===== src/design/rgbepp_pkg.sv =====
// Shared types, constants and register codes of the RGB to e-paper plane packer.
`timescale 1ns / 1ps

package rgbepp_pkg;

  localparam int unsigned ChanW    = 8;
  localparam int unsigned ByteW    = 8;
  localparam int unsigned CfgIdxW  = 2;
  localparam int unsigned CfgDataW = 2;
  localparam int unsigned SlotW    = 3;
  localparam int unsigned CodeW    = 2;
  localparam int unsigned LumaW    = 15;

  // configuration register indexes
  localparam logic [CfgIdxW-1:0] REG_PLANE_MODE  = 2'd0;
  localparam logic [CfgIdxW-1:0] REG_INVERT_BITS = 2'd1;

  // plane modes; the unused code behaves as luminance
  localparam logic [1:0] MODE_GREY = 2'd0;
  localparam logic [1:0] MODE_RED  = 2'd1;
  localparam logic [1:0] MODE_LUMA = 2'd2;

  // grey plane codes
  localparam logic [CodeW-1:0] GREY_INK_NONE = 2'b00;
  localparam logic [CodeW-1:0] GREY_INK_MID  = 2'b01;
  localparam logic [CodeW-1:0] GREY_INK_FULL = 2'b11;

  localparam logic [ChanW-1:0] GREY_HI = 8'd171;
  localparam logic [ChanW-1:0] GREY_LO = 8'd85;
  localparam logic [ChanW-1:0] RED_HI  = 8'd171;
  localparam logic [ChanW-1:0] RED_LO  = 8'd110;

  // luminance weights in hundredths
  localparam logic [LumaW-1:0] LUMA_KR    = 15'd21;
  localparam logic [LumaW-1:0] LUMA_KG    = 15'd72;
  localparam logic [LumaW-1:0] LUMA_KB    = 15'd7;
  localparam logic [LumaW-1:0] LUMA_LIMIT = 15'd12700;

  typedef struct packed {
    logic [1:0] plane_mode;
    logic       invert_bits;
  } cfg_t;

endpackage


===== src/design/rgbepp_if.sv =====
// Handshake channels for pixels, packed bytes and configuration writes.
`timescale 1ns / 1ps

interface rgbepp_pix_if;
  logic                          valid;
  logic                          ready;
  logic [rgbepp_pkg::ChanW-1:0]  red_level;
  logic [rgbepp_pkg::ChanW-1:0]  green_level;
  logic [rgbepp_pkg::ChanW-1:0]  blue_level;
  logic                          row_end;

  modport source (output valid, red_level, green_level, blue_level, row_end, input ready);
  modport sink   (input valid, red_level, green_level, blue_level, row_end, output ready);
endinterface

interface rgbepp_byte_if;
  logic                          valid;
  logic                          ready;
  logic [rgbepp_pkg::ByteW-1:0]  packed_byte;
  logic                          row_last;

  modport source (output valid, packed_byte, row_last, input ready);
  modport sink   (input valid, packed_byte, row_last, output ready);
endinterface

interface rgbepp_cfg_if;
  logic                             valid;
  logic                             ready;
  logic [rgbepp_pkg::CfgIdxW-1:0]   reg_index;
  logic [rgbepp_pkg::CfgDataW-1:0]  wr_data;

  modport source (output valid, reg_index, wr_data, input ready);
  modport sink   (input valid, reg_index, wr_data, output ready);
endinterface


===== src/design/rgbepp_classify.sv =====
// Pixel classifier: ink code of one RGB pixel for the selected plane.
`timescale 1ns / 1ps

module rgbepp_classify (
  input  rgbepp_pkg::cfg_t                cfg,
  input  logic [rgbepp_pkg::ChanW-1:0]    red,
  input  logic [rgbepp_pkg::ChanW-1:0]    green,
  input  logic [rgbepp_pkg::ChanW-1:0]    blue,
  output logic [rgbepp_pkg::CodeW-1:0]    code
);

  logic                         is_red;
  logic                         is_white;
  logic                         is_mid;
  logic                         red_ink;
  logic                         luma_ink;
  logic [rgbepp_pkg::LumaW-1:0] luma;

  assign is_red   = (red > rgbepp_pkg::GREY_HI) && (green < rgbepp_pkg::GREY_LO)
                    && (blue < rgbepp_pkg::GREY_LO);
  assign is_white = (red > rgbepp_pkg::GREY_HI) && (green > rgbepp_pkg::GREY_HI)
                    && (blue > rgbepp_pkg::GREY_HI);
  assign is_mid   = (red > rgbepp_pkg::GREY_LO) && (red < rgbepp_pkg::GREY_HI)
                    && (green > rgbepp_pkg::GREY_LO) && (green < rgbepp_pkg::GREY_HI)
                    && (blue > rgbepp_pkg::GREY_LO) && (blue < rgbepp_pkg::GREY_HI);

  assign red_ink  = (red > rgbepp_pkg::RED_HI) && (green < rgbepp_pkg::RED_LO)
                    && (blue < rgbepp_pkg::RED_LO);

  // weighted sum stays below 2^15 for 8-bit channels
  assign luma     = rgbepp_pkg::LUMA_KR * rgbepp_pkg::LumaW'(red)
                  + rgbepp_pkg::LUMA_KG * rgbepp_pkg::LumaW'(green)
                  + rgbepp_pkg::LUMA_KB * rgbepp_pkg::LumaW'(blue);
  assign luma_ink = (luma < rgbepp_pkg::LUMA_LIMIT);

  always_comb begin
    code = rgbepp_pkg::GREY_INK_FULL;
    unique case (cfg.plane_mode)
      rgbepp_pkg::MODE_GREY: begin
        if (is_red || is_white) begin
          code = rgbepp_pkg::GREY_INK_NONE;
        end else if (is_mid) begin
          code = rgbepp_pkg::GREY_INK_MID;
        end else begin
          code = rgbepp_pkg::GREY_INK_FULL;
        end
      end
      rgbepp_pkg::MODE_RED: begin
        code = {1'b0, red_ink ^ cfg.invert_bits};
      end
      default: begin
        code = {1'b0, luma_ink ^ cfg.invert_bits};
      end
    endcase
  end

endmodule


===== src/design/rgb_to_epaper_plane_packer.sv =====
// Top level: pixel register, plane classification, bit packing and byte output register.
// A pixel is held in the pixel register, its byte in the byte output register.
// Throughput: one pixel per cycle; the accumulator and slot counter update once per pixel.
// A stalled byte output holds back only pixels that would complete another byte.
// Reset (synchronous, active low) clears config, valid flags, accumulator and slot count.
`timescale 1ns / 1ps

module rgb_to_epaper_plane_packer (
  input  logic                 clk,
  input  logic                 rst_n,
  rgbepp_pix_if.sink           in_px,
  rgbepp_byte_if.source        out_bt,
  rgbepp_cfg_if.sink           cfg_wr
);

  rgbepp_pkg::cfg_t                  cfg_r;
  rgbepp_pkg::cfg_t                  cfg_nxt;

  logic                              pix_valid_r;
  logic                              pix_valid_nxt;
  logic [rgbepp_pkg::ChanW-1:0]      pix_red_r;
  logic [rgbepp_pkg::ChanW-1:0]      pix_green_r;
  logic [rgbepp_pkg::ChanW-1:0]      pix_blue_r;
  logic                              pix_last_r;

  logic [rgbepp_pkg::ByteW-1:0]      acc_r;
  logic [rgbepp_pkg::ByteW-1:0]      acc_nxt;
  logic [rgbepp_pkg::SlotW-1:0]      slot_r;
  logic [rgbepp_pkg::SlotW-1:0]      slot_nxt;

  logic                              out_valid_r;
  logic                              out_valid_nxt;
  logic [rgbepp_pkg::ByteW-1:0]      out_byte_r;
  logic                              out_last_r;

  logic [rgbepp_pkg::CodeW-1:0]      code;
  logic                              grey;
  logic [3:0]                        used;
  logic [4:0]                        used_end;
  logic                              fits;
  logic                              full;
  logic                              emit;
  logic [2:0]                        shift;
  logic [rgbepp_pkg::ByteW-1:0]      acc_merged;
  logic                              out_free;
  logic                              pix_fire;
  logic                              in_fire;

  rgbepp_classify u_classify (
    .cfg   (cfg_r),
    .red   (pix_red_r),
    .green (pix_green_r),
    .blue  (pix_blue_r),
    .code  (code)
  );

  // configuration writes; indexes beyond the list are dropped
  assign cfg_wr.ready = 1'b1;

  always_comb begin
    cfg_nxt = cfg_r;
    if (cfg_wr.valid) begin
      unique case (cfg_wr.reg_index)
        rgbepp_pkg::REG_PLANE_MODE:  cfg_nxt.plane_mode  = cfg_wr.wr_data[1:0];
        rgbepp_pkg::REG_INVERT_BITS: cfg_nxt.invert_bits = cfg_wr.wr_data[0];
        default: ;
      endcase
    end
  end

  // packing: grey codes take two bits, mono codes one
  assign grey     = (cfg_r.plane_mode == rgbepp_pkg::MODE_GREY);
  assign used     = grey ? {slot_r, 1'b0} : {1'b0, slot_r};
  assign used_end = {1'b0, used} + (grey ? 5'd2 : 5'd1);
  assign fits     = (used_end <= 5'd8);
  assign shift    = 3'(5'd8 - used_end);
  assign acc_merged = acc_r | ({6'b0, code} << shift);
  // a code that no longer fits is dropped and the byte goes out as it stands
  assign full     = !fits || (used_end == 5'd8);
  assign emit     = full || pix_last_r;

  assign out_free = !out_valid_r || out_bt.ready;
  assign pix_fire = pix_valid_r && (!emit || out_free);
  assign in_fire  = in_px.valid && in_px.ready;
  assign in_px.ready = !pix_valid_r || pix_fire;

  always_comb begin
    acc_nxt  = acc_r;
    slot_nxt = slot_r;
    if (pix_fire) begin
      if (emit) begin
        acc_nxt  = '0;
        slot_nxt = '0;
      end else begin
        acc_nxt  = acc_merged;
        slot_nxt = slot_r + 3'd1;
      end
    end
  end

  always_comb begin
    pix_valid_nxt = pix_valid_r;
    if (in_fire) begin
      pix_valid_nxt = 1'b1;
    end else if (pix_fire) begin
      pix_valid_nxt = 1'b0;
    end
  end

  always_comb begin
    out_valid_nxt = out_valid_r;
    if (pix_fire && emit) begin
      out_valid_nxt = 1'b1;
    end else if (out_bt.ready) begin
      out_valid_nxt = 1'b0;
    end
  end

  always_ff @(posedge clk) begin
    if (!rst_n) begin
      cfg_r       <= '0;
      pix_valid_r <= 1'b0;
      acc_r       <= '0;
      slot_r      <= '0;
      out_valid_r <= 1'b0;
    end else begin
      cfg_r       <= cfg_nxt;
      pix_valid_r <= pix_valid_nxt;
      acc_r       <= acc_nxt;
      slot_r      <= slot_nxt;
      out_valid_r <= out_valid_nxt;
    end
  end

  // payload registers
  always_ff @(posedge clk) begin
    if (in_fire) begin
      pix_red_r   <= in_px.red_level;
      pix_green_r <= in_px.green_level;
      pix_blue_r  <= in_px.blue_level;
      pix_last_r  <= in_px.row_end;
    end
    if (pix_fire && emit) begin
      out_byte_r <= fits ? acc_merged : acc_r;
      out_last_r <= pix_last_r;
    end
  end

  assign out_bt.valid       = out_valid_r;
  assign out_bt.packed_byte = out_byte_r;
  assign out_bt.row_last    = out_last_r;

endmodule


===== src/flat_wrapper.sv =====
// flat-port wrapper written by rule: the top's interface ports become plain ports
module rgb_to_epaper_plane_packer_flat 
  (clk, rst_n, in_px_valid, in_px_red_level, in_px_green_level, in_px_blue_level, in_px_row_end, in_px_ready, out_bt_valid, out_bt_packed_byte, out_bt_row_last, out_bt_ready, cfg_wr_valid, cfg_wr_reg_index, cfg_wr_wr_data, cfg_wr_ready);
  rgbepp_pix_if in_px_i ();
  rgbepp_byte_if out_bt_i ();
  rgbepp_cfg_if cfg_wr_i ();
  input  logic clk;
  input  logic rst_n;
  input wire logic [$bits(in_px_i.valid)-1:0] in_px_valid;
  input wire logic [$bits(in_px_i.red_level)-1:0] in_px_red_level;
  input wire logic [$bits(in_px_i.green_level)-1:0] in_px_green_level;
  input wire logic [$bits(in_px_i.blue_level)-1:0] in_px_blue_level;
  input wire logic [$bits(in_px_i.row_end)-1:0] in_px_row_end;
  output wire logic [$bits(in_px_i.ready)-1:0] in_px_ready;
  output wire logic [$bits(out_bt_i.valid)-1:0] out_bt_valid;
  output wire logic [$bits(out_bt_i.packed_byte)-1:0] out_bt_packed_byte;
  output wire logic [$bits(out_bt_i.row_last)-1:0] out_bt_row_last;
  input wire logic [$bits(out_bt_i.ready)-1:0] out_bt_ready;
  input wire logic [$bits(cfg_wr_i.valid)-1:0] cfg_wr_valid;
  input wire logic [$bits(cfg_wr_i.reg_index)-1:0] cfg_wr_reg_index;
  input wire logic [$bits(cfg_wr_i.wr_data)-1:0] cfg_wr_wr_data;
  output wire logic [$bits(cfg_wr_i.ready)-1:0] cfg_wr_ready;
  assign in_px_i.valid = in_px_valid;
  assign in_px_i.red_level = in_px_red_level;
  assign in_px_i.green_level = in_px_green_level;
  assign in_px_i.blue_level = in_px_blue_level;
  assign in_px_i.row_end = in_px_row_end;
  assign in_px_ready = in_px_i.ready;
  assign out_bt_valid = out_bt_i.valid;
  assign out_bt_packed_byte = out_bt_i.packed_byte;
  assign out_bt_row_last = out_bt_i.row_last;
  assign out_bt_i.ready = out_bt_ready;
  assign cfg_wr_i.valid = cfg_wr_valid;
  assign cfg_wr_i.reg_index = cfg_wr_reg_index;
  assign cfg_wr_i.wr_data = cfg_wr_wr_data;
  assign cfg_wr_ready = cfg_wr_i.ready;
  rgb_to_epaper_plane_packer u_core (.clk(clk), .rst_n(rst_n), .in_px(in_px_i), .out_bt(out_bt_i), .cfg_wr(cfg_wr_i));
endmodule

===== config.mk =====
export PLATFORM = sky130hd
export DESIGN_NAME = rgb_to_epaper_plane_packer_flat
export DESIGN_NICKNAME = d
export VERILOG_FILES = /design/src/design/rgbepp_pkg.sv /design/src/design/rgbepp_if.sv /design/src/design/rgbepp_classify.sv /design/src/design/rgb_to_epaper_plane_packer.sv /design/src/flat_wrapper.sv
export SDC_FILE = /design/constraint.sdc
export NUM_CORES = 1
export LEC_CHECK = 0
export BUFFER_PORTS_ARGS = -buffer_cell sky130_fd_sc_hd__clkbuf_2
export CAP_MARGIN = 20
export CORE_ASPECT_RATIO = 1.4
export CORE_UTILIZATION = 30
export CTS_CLUSTER_SIZE = 16
export DETAILED_ROUTE_END_ITERATION = 16
export PLACE_DENSITY = 0.58
export SYNTH_ARGS = -nofsm -noshare
export SYNTH_HDL_FRONTEND = slang
export SYNTH_SLANG_ARGS = --single-unit

===== constraint.sdc =====
create_clock -name clk -period 7.75 [get_ports clk]
set_input_delay 1.1625 -clock clk [delete_from_list [all_inputs] [get_ports clk]]
set_output_delay 1.1625 -clock clk [all_outputs]
set_load 0.02 [all_outputs]

# --- Yosys cells after proc, flatten, opt, wreduce, memory -nomap -nowiden ---
# Index checks and enable logic that the tools add are counted.
word_totals:
  regBits: 50
classes:
  n_mux: 12
  bitwise: 3
  shifts: 1
  n_eq_ne: 3
  n_reduce_logical: 30
  mul: 3
  add_sub_neg: 5
  order_cmp: 15
ops:
  columns: ["op", "count"]
  rows:
  - ["8-bit by 7-bit < comparator with 1-bit output, second input constant", 4]
  - ["8-bit by 7-bit greater-than comparator with 1-bit output, second input constant", 3]
  - ["8-bit greater-than comparator, second input constant", 3]
  - ["8-bit < comparator, second input constant", 3]
  - ["8-bit 2-to-1 mux", 2]
  - ["13-bit by 15-bit adder with 15-bit output", 1]
  - ["15-bit by 11-bit adder with 15-bit output", 1]
  - ["15-bit by 14-bit < comparator with 1-bit output, second input constant", 1]
  - ["1-bit logical AND", 14]
  - ["5-bit by 8-bit multiplier with 13-bit output, first input constant", 1]
  - ["4-bit by 8-bit multiplier with 12-bit output, first input constant", 1]
  - ["3-bit by 8-bit multiplier with 11-bit output, first input constant", 1]
  - ["8-bit OR", 1]
  - ["2-bit by 3-bit << shifter with 8-bit output", 1]
  - ["1-bit logical OR", 6]
  - ["2-bit 2-to-1 mux", 3]
  - ["4-bit by 2-bit adder with 5-bit output", 1]
  - ["5-bit by 4-bit == test with 1-bit output, second input constant", 1]
  - ["5-bit by 4-bit less-or-equal comparator with 1-bit output, second input constant", 1]
  - ["2-bit by 1-bit == test with 1-bit output, second input constant", 2]
  - ["1-bit zero test", 4]
  - ["2-bit zero test", 2]
  - ["1-bit 2-to-1 mux", 4]
  - ["4-bit 2-to-1 mux", 1]
  - ["7 further kinds", 10]

# --- Logic depth before layout (Yosys ltp) ---
logic_depth:
  ltp_word: 13
  mapped_depth: 21
  depth_no_buf: 19

# --- By module ---
# From an unflattened synthesis, not the netlist that was laid out.
unflattened:
  cells_unflattened: 507
  area_unflattened_um2: 4926.0
by_module_without_submodules:
  columns: ["mod", "cells_each", "seq_area_each_um2", "area_each_um2", "instances"]
  rows:
  - ["rgbepp_classify", 315, 0.0, 2628.8, 1]
  - ["rgb_to_epaper_plane_packer", 192, 1341.3, 2297.2, 1]

# --- Least setup slack after synthesis ---
# OpenSTA, ideal clock, no wires.
synth_path:
  path_type: "flip-flop to flip-flop"
  startpoint: "reg u_core.pix_green_r[1] in the netlist's numbering"
  endpoint: "reg u_core.out_byte_r, in the netlist u_core.out_bt.packed_byte[0], data pin"
  setup_slack_ps: 2492
  required_time_ps: 7479
  path_stages_with_launch: 21
  t_arrival_ps: 4987
  path_cell_list: "edfxtp_1 > ha_1 > ha_1 > fa_1 > inv_1 > fa_1 > inv_1 > fa_1 > inv_1 > fa_1 > inv_1 > ha_1 > a21o_1 > nand2_1 > a21boi_1 > o31ai_1 > nand4_1 > a21o_1 > buf_6 > a2111oi_4 > o21bai_1"
synth_between:
  elab_chain_cells: 11
synth_lines:
  columns: ["item", "line", "source"]
  rows:
  - ["start, declared", "rgb_to_epaper_plane_packer.sv:22", "logic [rgbepp_pkg::ChanW-1:0] pix_green_r;"]
  - ["start signal, assigned", "rgb_to_epaper_plane_packer.sv:139", "pix_green_r <= in_px.green_level;"]
  - ["branches (longest 7 deep; another with 13-bit by 15-bit adder with 15-bit output)", null, null]
  - ["2-bit case mux with 2 select lines *", "rgbepp_classify.sv:38", "unique case (cfg.plane_mode)"]
  - ["2-bit by 3-bit << shifter with 8-bit output *", "rgb_to_epaper_plane_packer.sv:77", "assign acc_merged = acc_r | ({6'b0, code} << shift);"]
  - ["8-bit OR *", "rgb_to_epaper_plane_packer.sv:77", null]
  - ["8-bit 2-to-1 mux *", "rgb_to_epaper_plane_packer.sv:144", "out_byte_r <= fits ? acc_merged : acc_r;"]
  - ["end signal, assigned", "rgb_to_epaper_plane_packer.sv:144", null]
  - ["end, declared", "rgb_to_epaper_plane_packer.sv:33", "logic [rgbepp_pkg::ByteW-1:0] out_byte_r;"]
# Every way passes the cells marked *.
# A chain may end at the register's enable or synchronous reset.

# --- Worst setup path in the final report ---
# Ends and elaborated chain as after synthesis.

==> impl_summary.log <==
INFO  metric worstReg2RegStart = u_core.pix_green_r[1]$_DFFE_PP_
INFO  metric reg2reg_to = u_core.out_bt.packed_byte[0]$_DFFE_PP_
INFO  metric hold_path_end = u_core.acc_r[2]$_SDFFE_PN0P_
INFO  metric crit_path_cell_trace = ha_1 -> ha_1 -> fa_1 -> inv_1 -> fa_1 -> inv_1 -> fa_1 -> inv_1 -> fa_1 -> inv_1 -> ha_1 -> a21o_1 -> and2_1 -> a221oi_1 -> a311oi_2 -> a21o_1 -> a2111oi_4 -> o21bai_1
INFO  metric clk-insertion-delay-late = between 0.2 and 0.3 ns
INFO  metric critical_path_peak_fanout = 9
INFO  metric tritoncts.num_buffers = 5
INFO  metric cts_htree_levels = 2
INFO  metric grt_max_degree = 26
INFO  metric wl = 11000 µm
INFO  metric final_cell_area = 5540 µm²
INFO  metric maximum_clock_insertion_buffer_count = 2
INFO  metric worst-slew-pin-transition = 0.836 ns
INFO  metric first_global_vias = 3840
INFO  metric dr.pass1.iters = 4
INFO  metric nFillCells = 1646
INFO  metric post_cts.resized_instances = 0
INFO  metric leakage = 0.00250 µW
INFO  metric hold_path.startpoint = u_core.acc_r[2]$_SDFFE_PN0P_
INFO  metric drt_first_iter_violations = between 150 and 200
INFO  metric clock-root-buffer = sky130_fd_sc_hd__clkbuf_16
INFO  metric final_max_slew_viol_count = 0
INFO  metric port_buffers = 44
INFO  metric route.antenna.remaining_nets = 0
INFO  metric worstHoldPathType = register to register
INFO  metric buffers_inserted_by_post_cts_timing_repair = 0
INFO  metric antenna_cells = 0
INFO  metric swShare = 0.452
INFO  metric pwr-share-seq = 0.205
INFO  metric rr_worst_depth = 18
INFO  metric intPower = between 800 and 900 µW
INFO  metric timing.final.crit_share = 0.731
INFO  metric gp_congestion = slightly below 0.9
INFO  metric number_of_maximum_capacitance_violations = 0
INFO  metric power_per_cell_area = 278 nW/µm²
INFO  metric number_of_nets_in_the_finished_design = 685
INFO  metric synth_edf_count = 34
INFO  metric hpwlAfterDp = 9030 µm
INFO  metric ys_seq_area_frac = 0.270
INFO  metric remaining_drc_errors = 0
INFO  metric gate_power_share = 0.630
INFO  metric die_height = 154 µm
INFO  metric cts_tree = done
INFO  metric yosysWarningCount = 0
INFO  metric fmax = 177 MHz
INFO  metric ir_drop = ~0.00013 V
INFO  metric gr-usage-all-layers = 0.132
INFO  metric synth_flop_cell = sky130_fd_sc_hd__edfxtp_1
INFO  metric dr_total_vias = 3797
INFO  metric layout-drive-gt1-share = 0.115
INFO  metric cp_data_arrival_time = 5.69 ns
INFO  metric synth_cell_type_count = between 60 and 70
INFO  metric timing.final.crit_period = 5.66 ns
INFO  metric initial_utilization = 0.307
INFO  metric p_sw = 697 µW
INFO  metric clkSinkCount = 50
INFO  metric synth_cells = 520
INFO  metric endpoint_kind = register
INFO  metric cp.required = 7.78 ns
INFO  metric timing.hold.worst_path_depth = 2
INFO  metric slowest_delay = 0.54 ns
INFO  metric critPathSlowestCell = sky130_fd_sc_hd__a2111oi_4
INFO  metric clk_network_pwr_share = 0.165
INFO  metric clock-skew-final = around 0.0054 ns
INFO  metric core_region_area = 16200 µm²
INFO  metric synthesis.nets = ~650
INFO  metric clock_transition_at_the_register_clock_pins_on_the_worst_setup_and_hold_paths_after_cts = 0.07 ns
INFO  metric die-width = 111 µm
INFO  metric areaGrowthSynthToFinish = 11.6%
INFO  metric startpoint_type = register
INFO  metric synthesis.area_per_instance = between 9 and 10 µm²
INFO  metric ff2ff_setup_slack = 2.09 ns
INFO  metric cts_hold_buf = 0
INFO  metric number_of_antenna_violations_at_the_first_check_in_global_routing = 0
INFO  metric synth_seq_cells = 50
INFO  metric postSynth.asyncResetShare = 0
INFO  metric setup.worst_path.class = register to register
INFO  metric report.final.setup_viol = 0
INFO  metric vias_per_cell = 5.02
INFO  metric synth_area = slightly below 5000 µm²
INFO  metric unrepaired_setup_endpoints_after_global_routing = no
INFO  metric finalHoldWorstSlack = 0.452 ns
INFO  metric gr-total-overflow = 0
INFO  metric dpl_cell_area = ~5400 µm²
INFO  metric io_pins = 46
INFO  metric outcome = finished clean
INFO  metric drt-wirelength-per-cell = 14.5 µm
INFO  metric core.rowCount = 55
INFO  metric grt_pass1_wl = 18300 µm
INFO  metric die_area = 17100 µm²
INFO  metric timing.slew.headroom = 0.438
INFO  metric hold_viol = 0
INFO  metric tns = 0 ns
[cell families after synthesis]
kind of cell	synth area share
AND/OR/NAND/NOR	0.149
AO/OA/AOI/OAI	0.178
buffers and inverters	0.0783
adder cells (fa/ha/maj)	0.288
flip-flops	0.270
XOR/XNOR	0.0282
multiplexers	0.00806
other	0.000755
[synthesized netlist by cell type, types with 8 or more instances]
cell	count	area share
sky130_fd_sc_hd__inv_1	83	0.063
sky130_fd_sc_hd__dfxtp_1	16	0.064
sky130_fd_sc_hd__fa_1	34	0.14
sky130_fd_sc_hd__o21ai_1	10	0.010
sky130_fd_sc_hd__nor2_1	21	0.016
sky130_fd_sc_hd__a21oi_1	26	0.026
sky130_fd_sc_hd__ha_1	60	0.15
sky130_fd_sc_hd__nand3_1	9	0.0091
sky130_fd_sc_hd__a21o_1	11	0.017
sky130_fd_sc_hd__nor3_1	8	0.0081
sky130_fd_sc_hd__clkbuf_1	9	0.0068
sky130_fd_sc_hd__nor2b_1	15	0.019
sky130_fd_sc_hd__xnor2_1	10	0.018
sky130_fd_sc_hd__edfxtp_1	34	0.21
sky130_fd_sc_hd__o21ai_0	16	0.016
sky130_fd_sc_hd__a211o_1	9	0.016
sky130_fd_sc_hd__nand2_1	30	0.023
[flip-flops by register name, summed over array words and instances, names as in the netlist]
signal                     flops
u_core.out_bt.valid            1
u_core.pix_red_r               8
u_core.acc_r                   8
u_core.cfg_r                   3
u_core.slot_r                  3
u_core.pix_last_r              1
u_core.pix_green_r             8
u_core.out_bt.packed_byte      8
u_core.pix_blue_r              8
u_core.out_bt.row_last         1
u_core.pix_valid_r             1
[metal layers]
metal  part of all wire  track usage  up-vias
met5                  0            0        -
met4              0.016       0.0438        0
met3              0.019      0.00823       11
met2               0.55        0.264       60
met1               0.42        0.146     1837
li1                   -            -     1889
[worst max-delay path: cells and delay by family, from the launching register on]
| family | cells | cell delay [ns] |
|---|---|---|
| AOI/OAI and AO/OA | 6 | 1.62 |
| buffers and inverters | 4 | 0.19 |
| and+or+nand+nor | 1 | 0.17 |
| adders and majority gates | 7 | 2.91 |
| DFF | 1 | 0.49 |
[power by group through the flow]
stage               clock network, µW  logic (µW)  registers (µW)
floorplan                           0         809             318
global route                      274        1100             319
CTS                               262         970             317
finish                            254         971             317
detailed placement                  0         959             323
global placement                    0         935             322
[through the flow]
step                worst slack, ns  std cells  total power, µW   util
floorplan                      2.49        520             1130      -
global placement               2.23        749             1260  0.332
detailed placement             2.11        749             1280  0.332
CTS                            2.10        757             1550  0.343
global route                   1.65        757             1700  0.343
finish                         2.09        757             1540  0.343
[cell usage in the layout, fill, tap and decap left out, types with 8 or more instances in the layout]
cell,n
sky130_fd_sc_hd__ha_1,60
sky130_fd_sc_hd__a211o_1,9
sky130_fd_sc_hd__xnor2_1,10
sky130_fd_sc_hd__a21o_1,11
sky130_fd_sc_hd__inv_1,83
sky130_fd_sc_hd__fa_1,34
sky130_fd_sc_hd__edfxtp_1,34
sky130_fd_sc_hd__clkbuf_2,44
sky130_fd_sc_hd__nand2_1,30
sky130_fd_sc_hd__nand3_1,9
sky130_fd_sc_hd__nor2b_1,15
sky130_fd_sc_hd__nor3_1,8
sky130_fd_sc_hd__o21ai_1,10
sky130_fd_sc_hd__o21ai_0,16
sky130_fd_sc_hd__nor2_1,21
sky130_fd_sc_hd__a21oi_1,26
sky130_fd_sc_hd__dfxtp_1,16
[layout make-up]
| cell class | count | area (µm²) | area share |
|---|---|---|---|
| multi-input combinational | 372 | 3240 | 0.585 |
| sequential | 50 | 1340 | 0.242 |
| clock inverter | 3 | 43.8 | 0.00790 |
| clock buffer | 5 | 125 | 0.0226 |
| tap | 199 | 249 | 0.0449 |
| inverter | 83 | 312 | 0.0562 |
| timing repair buffer | 45 | 228 | 0.0411 |
[worst max-delay path by stage]
stage                                     from                                     end  slack [ns]  depth (start not counted)
3_3_place_gp   u_core.pix_green_r[1]$_DFFE_PP_  u_core.out_bt.packed_byte[2]$_DFFE_PP_        2.23                         19
3_5_place_dp   u_core.pix_green_r[1]$_DFFE_PP_  u_core.out_bt.packed_byte[0]$_DFFE_PP_        2.11                         19
6_report       u_core.pix_green_r[1]$_DFFE_PP_  u_core.out_bt.packed_byte[0]$_DFFE_PP_        2.09                         18
5_1_grt        u_core.pix_green_r[7]$_DFFE_PP_  u_core.out_bt.packed_byte[4]$_DFFE_PP_        1.65                         19
4_1_cts        u_core.pix_green_r[7]$_DFFE_PP_  u_core.out_bt.packed_byte[0]$_DFFE_PP_        2.10                         19
2_1_floorplan  u_core.pix_green_r[1]$_DFFE_PP_  u_core.out_bt.packed_byte[0]$_DFFE_PP_        2.49                         20
Note: power is estimated with default switching activity, not from simulation.
